[src/design/sdse_pkg.sv]
// constants and types shared by the smtp data stream encoder
// no dependencies
package sdse_pkg;

	localparam logic [7:0] CH_DOT = 8'h2E;
	localparam logic [7:0] CH_CR  = 8'h0D;
	localparam logic [7:0] CH_LF  = 8'h0A;

	localparam logic ACT_DATA = 1'b0;
	localparam logic ACT_EOM  = 1'b1;

	localparam int MAX_RES = 5;
	localparam int CNT_W   = $clog2(MAX_RES + 1);

	typedef logic [CNT_W-1:0] cnt_t;
	typedef logic [MAX_RES-1:0][7:0] seq_t;

endpackage

[src/design/sdse_msg_if.sv]
// request channel carrying message bytes and end-of-message marks
// no dependencies
interface sdse_msg_if;
	logic       valid;
	logic       ready;
	logic       action;
	logic [7:0] data_byte;

	modport source (output valid, action, data_byte, input ready);
	modport sink   (input valid, action, data_byte, output ready);
endinterface

[src/design/sdse_smtp_if.sv]
// request channel carrying bytes of the escaped smtp data stream
// no dependencies
interface sdse_smtp_if;
	logic       valid;
	logic       ready;
	logic [7:0] out_byte;
	logic       last_of_run;

	modport source (output valid, out_byte, last_of_run, input ready);
	modport sink   (input valid, out_byte, last_of_run, output ready);
endinterface

[src/design/smtp_dot_stuff_crlf_encoder.sv]
// smtp data stream encoder: dot stuffing, bare lf repair, message terminator
// depends on sdse_pkg, sdse_msg_if, sdse_smtp_if
//
// usage:
//   msg  : valid/ready channel of input requests; action 0 carries a message
//          byte in data_byte, action 1 closes the message
//   smtp : valid/ready channel of escaped output bytes; last_of_run marks the
//          final byte produced by one input request
// each accepted request is expanded combinationally into a short byte sequence
// (1 or 2 bytes for data, 3 or 5 for end of message) held in a sequence
// register, which feeds the output register one byte per cycle unless stalled.
// a request's bytes reach smtp through the sequence, then the output register.
// throughput: one output byte per cycle unless stalled; a request is taken
// in the cycle its predecessor's last byte moves to the output register, so
// single-byte requests flow at one per cycle, longer ones hold msg until done.
// a stalled smtp receiver holds the output register and, once the sequence
// register cannot drain, msg.ready drops.
// reset: line state returns to start of line, no bytes pending, no output.
module smtp_dot_stuff_crlf_encoder (
	input logic clk,
	input logic arst_n,
	sdse_msg_if.sink    msg,
	sdse_smtp_if.source smtp
);
	import sdse_pkg::*;

	logic at_line_start_q;
	logic prev_was_cr_q;
	logic last_was_lf_q;

	seq_t seq_s1;
	cnt_t cnt_s1;

	logic       out_valid_q;
	logic [7:0] out_byte_q;
	logic       out_last_q;

	seq_t nseq;
	cnt_t ncnt;
	logic acc;
	logic adv;

	assign adv = (cnt_s1 != '0) && (!out_valid_q || smtp.ready);
	assign msg.ready = (cnt_s1 == '0) || ((cnt_s1 == cnt_t'(1)) && adv);
	assign acc = msg.valid && msg.ready;

	// expansion of one request
	always_comb begin
		nseq = '0;
		ncnt = '0;
		unique case (msg.action)
			ACT_EOM: begin
				if (last_was_lf_q) begin
					nseq[0] = CH_DOT;
					nseq[1] = CH_CR;
					nseq[2] = CH_LF;
					ncnt = cnt_t'(3);
				end else begin
					nseq[0] = CH_CR;
					nseq[1] = CH_LF;
					nseq[2] = CH_DOT;
					nseq[3] = CH_CR;
					nseq[4] = CH_LF;
					ncnt = cnt_t'(5);
				end
			end
			ACT_DATA: begin
				if (msg.data_byte == CH_LF && !prev_was_cr_q) begin
					nseq[0] = CH_CR;
					nseq[1] = CH_LF;
					ncnt = cnt_t'(2);
				end else if (msg.data_byte == CH_DOT && at_line_start_q) begin
					nseq[0] = CH_DOT;
					nseq[1] = CH_DOT;
					ncnt = cnt_t'(2);
				end else begin
					nseq[0] = msg.data_byte;
					ncnt = cnt_t'(1);
				end
			end
			default: begin
				nseq = '0;
				ncnt = '0;
			end
		endcase
	end

	always_ff @(posedge clk or negedge arst_n) begin
		if (!arst_n) begin
			at_line_start_q <= 1'b1;
			prev_was_cr_q   <= 1'b0;
			last_was_lf_q   <= 1'b0;
		end else if (acc) begin
			if (msg.action == ACT_EOM) begin
				at_line_start_q <= 1'b1;
				prev_was_cr_q   <= 1'b0;
				last_was_lf_q   <= 1'b0;
			end else begin
				at_line_start_q <= (msg.data_byte == CH_LF);
				prev_was_cr_q   <= (msg.data_byte == CH_CR);
				last_was_lf_q   <= (msg.data_byte == CH_LF);
			end
		end
	end

	always_ff @(posedge clk or negedge arst_n) begin
		if (!arst_n) begin
			cnt_s1 <= '0;
		end else if (acc) begin
			cnt_s1 <= ncnt;
		end else if (adv) begin
			cnt_s1 <= cnt_s1 - cnt_t'(1);
		end
	end

	always_ff @(posedge clk) begin
		if (acc) begin
			seq_s1 <= nseq;
		end else if (adv) begin
			seq_s1 <= seq_s1 >> 8;
		end
	end

	always_ff @(posedge clk or negedge arst_n) begin
		if (!arst_n) begin
			out_valid_q <= 1'b0;
		end else if (adv) begin
			out_valid_q <= 1'b1;
		end else if (smtp.ready) begin
			out_valid_q <= 1'b0;
		end
	end

	always_ff @(posedge clk) begin
		if (adv) begin
			out_byte_q <= seq_s1[0];
			out_last_q <= (cnt_s1 == cnt_t'(1));
		end
	end

	assign smtp.valid       = out_valid_q;
	assign smtp.out_byte    = out_byte_q;
	assign smtp.last_of_run = out_last_q;

`ifndef ASSERT_OFF
	a_cnt_range: assert property (@(posedge clk) disable iff (!arst_n)
		cnt_s1 <= cnt_t'(MAX_RES))
		else $error("pending byte count out of range");

	a_eom_len: assert property (@(posedge clk) disable iff (!arst_n)
		acc && msg.action == ACT_EOM |=> cnt_s1 == cnt_t'(3) || cnt_s1 == cnt_t'(5))
		else $error("end of message expansion has wrong length");

	a_eom_state: assert property (@(posedge clk) disable iff (!arst_n)
		acc && msg.action == ACT_EOM |=> at_line_start_q && !prev_was_cr_q && !last_was_lf_q)
		else $error("line state not cleared after end of message");

	a_no_overrun: assert property (@(posedge clk) disable iff (!arst_n)
		acc |-> cnt_s1 == '0 || (cnt_s1 == cnt_t'(1) && adv))
		else $error("request taken while bytes still pending");
`endif

endmodule
[src/flat_wrapper.sv]
// flat-port wrapper written by rule: the top's interface ports become plain ports
module smtp_dot_stuff_crlf_encoder_flat import sdse_pkg::*;
  (clk, arst_n, msg_valid, msg_action, msg_data_byte, msg_ready, smtp_valid, smtp_out_byte, smtp_last_of_run, smtp_ready);
  sdse_msg_if msg_i ();
  sdse_smtp_if smtp_i ();
  input logic clk;
  input logic arst_n;
  input wire logic [$bits(msg_i.valid)-1:0] msg_valid;
  input wire logic [$bits(msg_i.action)-1:0] msg_action;
  input wire logic [$bits(msg_i.data_byte)-1:0] msg_data_byte;
  output wire logic [$bits(msg_i.ready)-1:0] msg_ready;
  output wire logic [$bits(smtp_i.valid)-1:0] smtp_valid;
  output wire logic [$bits(smtp_i.out_byte)-1:0] smtp_out_byte;
  output wire logic [$bits(smtp_i.last_of_run)-1:0] smtp_last_of_run;
  input wire logic [$bits(smtp_i.ready)-1:0] smtp_ready;
  assign msg_i.valid = msg_valid;
  assign msg_i.action = msg_action;
  assign msg_i.data_byte = msg_data_byte;
  assign msg_ready = msg_i.ready;
  assign smtp_valid = smtp_i.valid;
  assign smtp_out_byte = smtp_i.out_byte;
  assign smtp_last_of_run = smtp_i.last_of_run;
  assign smtp_i.ready = smtp_ready;
  smtp_dot_stuff_crlf_encoder u_core (.clk(clk), .arst_n(arst_n), .msg(msg_i), .smtp(smtp_i));
endmodule
[config.mk]
export PLATFORM = sky130hd
export DESIGN_NAME = smtp_dot_stuff_crlf_encoder_flat
export DESIGN_NICKNAME = d
export VERILOG_FILES = /design/src/design/sdse_pkg.sv /design/src/design/sdse_msg_if.sv /design/src/design/sdse_smtp_if.sv /design/src/design/smtp_dot_stuff_crlf_encoder.sv /design/src/flat_wrapper.sv
export SDC_FILE = /design/constraint.sdc
export NUM_CORES = 1
export LEC_CHECK = 0
export BUFFER_PORTS_ARGS = -buffer_cell sky130_fd_sc_hd__buf_2
export CORE_MARGIN = 1
export CORE_UTILIZATION = 59
export DETAILED_ROUTE_END_ITERATION = 10
export GPL_TIMING_DRIVEN = 1
export PLACE_DENSITY_LB_ADDON = 0.2
export SYNTH_ARGS = -nofsm -noshare
export SYNTH_HDL_FRONTEND = slang
export SYNTH_SLANG_ARGS = --single-unit
[constraint.sdc]
create_clock -name clk -period 5 [get_ports clk]
set_input_delay 1 -clock clk [delete_from_list [all_inputs] [get_ports clk]]
set_output_delay 1 -clock clk [all_outputs]
set_load 0.05 [all_outputs]
==> flow_summary_export.csv, run 1 <==
group,metric,value,unit
global_route,grt_pass1_vias,1012,
floorplan,die_h,53.2,µm
power_and_ir_drop,pwr-share-comb,0.393,
clock_network,cts_tree,"yes",
power_and_ir_drop,intPower,0.647,mW
layout,fin_cells,177,
min_path,hold_path_class,"flop to flop",
power_and_ir_drop,power_frac_seq,0.481,
synth,async_flop_share,0.206,
setup_path,reg2reg_depth,6,
setup_path,worstSetupEndpoint,"msg_ready",
clock_network,holdBufCountCts,0,
timing,skew,0.00722,ns
synth,netlist_instances,121,
power_and_ir_drop,clkPwrFrac,0.127,
clock_network,cts_buffers,5,
drt,drt_iter0_drc,34,
placed_design,dpl_worst_slack,2.00,ns
timing,fin_ws,2.00,ns
layout,register_area,987,µm²
timing,slew_violations,0,
drt,routed_wl,2900,µm
power_and_ir_drop,leakagePower,0.672,nW
timing,max_freq,0.333,GHz
synth,synthesis.area,1550,µm²
placed_design,routabilityCongestion,0.833,
layout,design_area,1730,µm²
synth,ys_warn_count,0,
synth,synth_edf_count,27,
floorplan,die_w,53.2,µm
layout,multiInputGateArea,507,µm²
synth,synth_fa_ha_area_frac,0.0243,
placed_design,port_buffers,23,
power_and_ir_drop,ir_worst_vdd,426,µV
timing,setup_viol,0,
synth,synth_area_leader_cell,"edfxtp_1",
setup_path,cp-startpoint,"smtp_ready",
outcome,status,"finished clean",
floorplan,boundaryPins,24,
synth,synth_cell_types,34,
synth,syn-num-nets,137,
timing,fin_crit,3.00,ns
setup_path,critPathLaunchType,"input port",
synth,synth_xor_area_frac,0.00566,
timing,fin_tns_setup,0,ns
synth,yosysSeqAreaShare,0.638,
placed_design,dpl-instance-area,1680,µm²
layout,syn2layout_area_growth,11.6,%
placed_design,dp_hpwl,2060,µm
layout,insertedDiodeCount,0,
timing,slew_headroom,0.541,
timing,fin_crit_sh,0.600,
timing,tightest_slew,0.688,ns
global_route,antenna_found_initial,0,
drt,vias,1043,
clock_network,clk_latency,0.33,ns
drt,drtAntennaViolNets,0,
floorplan,num_rows,18,
synth,synth.mux.area_fraction,0.0413,
setup_path,required,4.00,ns
setup_path,r2r-start,"u_core.cnt_s1[0]",
global_route,grt_first_pass_wirelength,4550,µm
clock_network,cts_max_level,2,
clock_network,post_cts_resized,0,
floorplan,dieArea,2830,µm²
clock_network,clk_pin_slew,0.10,ns
setup_path,reg2reg_to,"u_core.seq_s1[5]",
clock_network,post_cts_buffers,0,
power_and_ir_drop,p_per_area,623,nW/µm²
global_route,grt_remaining_overflow,0,
synth,synth-simple-area-share,0.151,
layout,fill_cells,182,
run,drv_cap,0,
synth,ys_top_cells_by_area,"edfxtp_1 52%, dfrtp_1 9.7%, a21oi_1 2.9%, ha_1 2.4%, mux2_2 2.2%",
power_and_ir_drop,netSwitchingPower,0.428,mW
synth,synth_top_family_by_area,"simple AND/OR/NAND/NOR gates",
setup_path,arrival,2.00,ns
setup_path,crit_type,"input port to output port",
setup_path,endpoint_kind,"output port",
synth,syn_area_per_cell,12.8,µm²
synth,synth_top_cell_area_share,0.524,
power_and_ir_drop,p_sw_frac,0.398,
setup_path,rrSetupSlack,2.46,ns
global_route,grt_max_degree,22,
clock_network,cts_buffer_depth,2,
setup_path,worstPathMaxFanout,14,
synth,ys_seq_elements,34,
drt,wl_per_cell,16.4,µm
drt,viasPerCell,5.89,
drt,firstDrtPassIters,4,
timing,rsz0062_at_grt,"false",
synth,ys.flop_type,"edfxtp_1",
floorplan,start_util,0.624,
timing,finalHoldViolCount,0,
floorplan,core-area,2480,µm²
global_route,grt_use_total,0.240,
placed_design,dpl.cell_count,169,
drt,drc_errors,0,
clock_network,clock-sinks,34,
layout,fin_nets,162,
synth,synth_compound_area_frac,0.105,
layout,drive_gt1_frac,0.238,
clock_network,root_buffer,"clkbuf_4",
state kept, by name, summed over array words and instances (netlist names):
name                     cells
u_core.last_was_lf_q         1
u_core.seq_s1               18
u_core.cnt_s1                3
u_core.at_line_start_q       1
u_core.prev_was_cr_q         1
u_core.smtp.last_of_run      1
u_core.smtp.out_byte         8
u_core.smtp.valid            1
cell usage after synthesis (3+ instances only):
cell type / n
a21oi_1: 9
buf_2: 3
dfrtp_1: 6
edfxtp_1: 27
ha_1: 3
inv_1: 8
mux2_2: 3
mux2i_1: 3
nand2_1: 5
nand2b_1: 4
nand3_1: 6
nor2_1: 7
nor3b_1: 4
o21ai_0: 4
critical path: stages:
cell and delay, ns:
buf_2 0.07, nand2b_1 0.17, a21o_1 0.41, buf_2 0.35
layout make-up:
| class | instances | area share |
|---|---|---|
| clock inverters | 3 | 0.00653 |
| inverters | 8 | 0.0174 |
| multi-input cells | 74 | 0.294 |
| clock buffers | 5 | 0.0218 |
| repair buffers | 23 | 0.0667 |
| flip-flops and latches | 34 | 0.572 |
| well taps | 30 | 0.0218 |
stage by stage:
stage	util	hold slack (ns)	total power, mW
floorplan	-	0.400	0.848
global placement	0.677	0.401	0.924
detailed placement	0.677	0.406	0.949
CTS	0.696	0.430	1.08
global route	0.696	0.444	1.14
finish	0.696	0.430	1.08
how the worst min path moves through the flow:
| stage | from | to | slack (ns) | cells past startpoint |
|---|---|---|---|---|
| after floorplan | u_core.seq_s1[0] | u_core.smtp.out_byte[0] | 0.40 | 0 |
| after global placement | u_core.seq_s1[4] | u_core.smtp.out_byte[4] | 0.40 | 0 |
| after detailed placement | u_core.seq_s1[6] | u_core.smtp.out_byte[6] | 0.41 | 0 |
| after CTS | u_core.seq_s1[6] | u_core.smtp.out_byte[6] | 0.43 | 0 |
| after global routing | u_core.seq_s1[7] | u_core.smtp.out_byte[7] | 0.44 | 0 |
| final | u_core.seq_s1[4] | u_core.smtp.out_byte[4] | 0.43 | 0 |
cells in the final DEF, fill, tap and decap left out, drive strengths merged, types with 2 or more instances in the layout:
| cell type | Yosys | layout |
|---|---|---|
| mux2 | 3 | 3 |
| buf | 3 | 23 |
| mux2i | 3 | 3 |
| clkbuf | 2 | 5 |
| o21ai | 5 | 5 |
| clkinv | 0 | 3 |
| edfxtp | 27 | 27 |
| ha | 3 | 3 |
| nor2b | 2 | 2 |
| dfrtp | 6 | 6 |
| nand2b | 4 | 4 |
| and2 | 2 | 2 |
| nor3b | 4 | 4 |
| a21oi | 9 | 9 |
| nor2 | 7 | 7 |
| inv | 8 | 8 |
| a31oi | 2 | 2 |
| nand3 | 6 | 6 |
| nor3 | 2 | 2 |
| nand2 | 5 | 5 |
| o22a | 2 | 2 |
| nand4 | 2 | 2 |
| o2bb2ai | 2 | 2 |
| a211oi | 2 | 2 |
routing by layer:
metal	global-route usage	share of wire	wire [µm]	up-vias
met3	0.0632	0.048	140	6
met4	0.118	0.018	51	0
li1	-	-	-	501
met5	0	0	0	-
met1	0.295	0.42	1220	503
met2	0.388	0.51	1490	33
power groups by stage:
stage / Clock [mW] / Sequential (mW) / Combinational, mW
after floorplan: 0 / 0.630 / 0.218
after global placement: 0 / 0.517 / 0.407
after detailed placement: 0 / 0.524 / 0.425
after CTS: 0.138 / 0.518 / 0.426
after global routing: 0.148 / 0.532 / 0.463
final: 0.136 / 0.517 / 0.422
cells by family (layout without fill, tap and decap cells):
kind of cell               Yosys count  after routing
buffers and inverters               13             39
DFF                                 34             34
adders and majority gates            3              3
AOI/OAI and AO/OA                   25             25
muxes                                6              6
and+or+nand+nor                     39             39
xor gates and xnor gates             1              1
Note: power is estimated with default switching activity, not from simulation.
==> inputs of run 2 (changes only) <==
--- a/config.mk
+++ b/config.mk
@@ -5,9 +5,10 @@
 export SDC_FILE = /design/constraint.sdc
 export NUM_CORES = 1
 export LEC_CHECK = 0
+export ABC_AREA = 1
 export BUFFER_PORTS_ARGS = -buffer_cell sky130_fd_sc_hd__buf_2
 export CORE_MARGIN = 1
-export CORE_UTILIZATION = 59
+export CORE_UTILIZATION = 49
 export DETAILED_ROUTE_END_ITERATION = 10
 export GPL_TIMING_DRIVEN = 1
 export PLACE_DENSITY_LB_ADDON = 0.2
==> constraint.sdc (replaced) <==
create_clock -name clk -period 2.6 [get_ports clk]
set_input_delay 0.52 -clock clk [delete_from_list [all_inputs] [get_ports clk]]
set_output_delay 0.52 -clock clk [all_outputs]
set_load 0.05 [all_outputs]
==> run 2 against run 1 <==
Cell area increased by 2.5%. Area after synthesis increased by 0.40%. Sequential power increased by 100%. Routed wire length decreased by 9.5%. Critical endpoint unchanged. Die area increased by 20%. Sequential share of layout area decreased by 1.4 points. Critical path depth increased by 3. First-iteration DRC count decreased by 5.9%. Synthesized cell count increased by 24%. Register-to-register slack got worse by 1.8 ns. Critical path type is now flop to output port. Global-route usage decreased by 6.5 points. Via count increased by 0.29%. Highest routed layer unchanged.
==> flow_summary_export.csv, run 2 <==
group,metric,value,unit
synth,async_flop_share,0.206,
synth,synth_top_cell_area_share,0.522,
placed_design,port_buffers,23,
synth,synth_common_cells,"35 x nand2_1, 27 x edfxtp_1, 27 x inv_1",
placed_design,dpl_worst_slack,0.721,ns
layout,regMostFlops,"u_core.seq_s1",
synth,ys.flop_type,"edfxtp_1",
drt,drt_iter0_drc,32,
clock_network,holdBufCountCts,1,
layout,insertedDiodeCount,0,
floorplan,die_w,58.3,µm
synth,syn-num-nets,166,
floorplan,die_h,58.3,µm
setup_path,required,2.08,ns
drt,wl_per_cell,11.7,µm
min_path,hold_path_class,"flop to flop",
outcome,status,"finished clean",
run,drv_cap,0,
clock_network,cts_buffer_depth,2,
setup_path,reg2reg_depth,9,
global_route,antenna_found_initial,0,
setup_path,cpMaxStageDelayCell,"dfrtp_1",
setup_path,critPathLaunchType,"flop",
timing,finalHoldViolCount,0,
floorplan,boundaryPins,24,
clock_network,clock-sinks,34,
synth,yosysMostFrequentCell,"nand2_1",
timing,slew_headroom,0.751,
synth,netlist_instances,150,
synth,synth_cell_types,21,
floorplan,num_rows,20,
global_route,grt_first_pass_wirelength,4220,µm
clock_network,root_buffer,"clkbuf_4",
synth,synthesis.area,1550,µm²
timing,max_freq,0.481,GHz
layout,largest_reg_flops,18,
floorplan,start_util,0.513,
global_route,grt_pass1_vias,988,
drt,drtAntennaViolNets,0,
placed_design,dpl-instance-area,1710,µm²
setup_path,r2r-start,"u_core.cnt_s1[1]",
setup_path,critical-path-top-delay-family,"buffers and inverters",
layout,mostFrequentLayoutCells,"35 x nand2_1, 27 x inv_1, 27 x edfxtp_1",
setup_path,reg2reg_to,"u_core.seq_s1[2]",
synth,synth_edf_count,27,
timing,fin_tns_setup,0,ns
power_and_ir_drop,ir_worst_vdd,526,µV
synth,synth_area_leader_cell,"edfxtp_1",
power_and_ir_drop,leakagePower,0.872,nW
clock_network,cts_buffers,5,
timing,setup_viol,0,
drt,firstDrtPassIters,4,
layout,design_area,1770,µm²
clock_network,clk_latency,0.33,ns
power_and_ir_drop,p_per_area,1280,nW/µm²
floorplan,core-area,3030,µm²
layout,mostFrequentLayoutCell,"nand2_1",
setup_path,worstPathMaxFanout,4,
timing,fin_crit_sh,0.799,
clock_network,post_cts_buffers,0,
layout,fin_nets,196,
synth,ys_seq_elements,34,
setup_path,timing.critical_path.mode_cell,"inv_1",
timing,tightest_slew,0.374,ns
timing,fin_crit,2.08,ns
drt,vias,1046,
clock_network,cts_max_level,2,
setup_path,path_buf_inv,3,
drt,routed_wl,2630,µm
setup_path,endpoint_kind,"output port",
timing,fin_ws,0.522,ns
setup_path,crit_type,"flop to output port",
layout,syn2layout_area_growth,13.9,%
layout,drive_gt1_frac,0.221,
floorplan,dieArea,3400,µm²
timing,skew,0.00831,ns
placed_design,dp_hpwl,1990,µm
synth,yosysSeqAreaShare,0.636,
placed_design,routabilityCongestion,0.801,
setup_path,max_stage_delay,0.39,ns
timing,rsz0062_at_grt,"false",
layout,post-route-util,0.584,
timing,hold_slack,0.427,ns
setup_path,cp-startpoint,"u_core.cnt_s1[1]",
setup_path,arrival,1.56,ns
timing,slew_violations,0,
min_path,whs_path_depth,0,
clock_network,clk_pin_slew,0.10,ns
setup_path,rrSetupSlack,0.71,ns
min_path,min_to,"u_core.smtp.out_byte[4]",
clock_network,post_cts_resized,0,
setup_path,cp_cell_sequence,"inv_1 > ha_1 > inv_1 > nor2_2 > nand2_2 > nand2_4 > buf_2",
synth,syn_area_per_cell,10.4,µm²
synth,ys_top_cells_by_area,"edfxtp_1 52%, dfrtp_1 9.7%, nand2_1 8.5%, inv_1 6.5%, nor2_1 3.9%",
drt,viasPerCell,4.65,
global_route,grt_remaining_overflow,0,
global_route,grt_max_degree,18,
global_route,grt_use_total,0.175,
clock_network,cts_tree,"yes",
drt,drc_errors,0,
synth,ys_warn_count,0,
min_path,hp-start,"u_core.seq_s1[4]",
[run 2: cells by family (layout without fill, tap and decap cells)]
logic type / count (synthesis) / in the layout / share of synthesized area
simple gates: 67 / 67 / 0.205
flops: 34 / 34 / 0.636
buf+inv: 30 / 61 / 0.0822
compound gates: 16 / 16 / 0.0524
fa+ha+maj: 3 / 3 / 0.0242
[run 2: final cells by class]
type                    instances  area [µm²]
clock inverters                 2        8.76
multi-input cells              86         438
flip-flops and latches         34         987
inverters                      28         105
clock buffers                   6        41.3
well taps                      44        55.1
fillers                       262        1260
repair buffers                 25         133
[run 2: per-stage QoR]
stage	total power, mW	cells
floorplan	1.80	150
global placement	1.98	216
detailed placement	2.00	216
CTS	2.27	225
global route	2.39	225
finish	2.26	225
[run 2: per-layer routing]
layer | GRT usage | vias up | wire [µm]
met4 | 0.0748 | 0 | 52
met1 | 0.194 | 465 | 1150
li1 | - | 542 | -
met2 | 0.296 | 31 | 1290
met5 | 0 | - | 0
met3 | 0.0725 | 8 | 142
[run 2: report_power, final]
group          internal (mW)  switching (mW)  leakage (nW)
Combinational          0.228           0.713         0.481
Clock                  0.101           0.168        0.0297
Sequential             0.968          0.0779         0.361
[run 2: worst max path at each step]
| stage | cells after the start | slack [ns] | end |
|---|---|---|---|
| 3_5_place_dp | 9 | 0.72 | u_core.seq_s1[16] |
| 6_report | 7 | 0.52 | msg_ready |
| 2_1_floorplan | 5 | 0.66 | u_core.seq_s1[0] |
| 4_1_cts | 7 | 0.50 | msg_ready |
| 5_1_grt | 7 | 0.41 | msg_ready |
| 3_3_place_gp | 9 | 0.80 | u_core.seq_s1[16] |
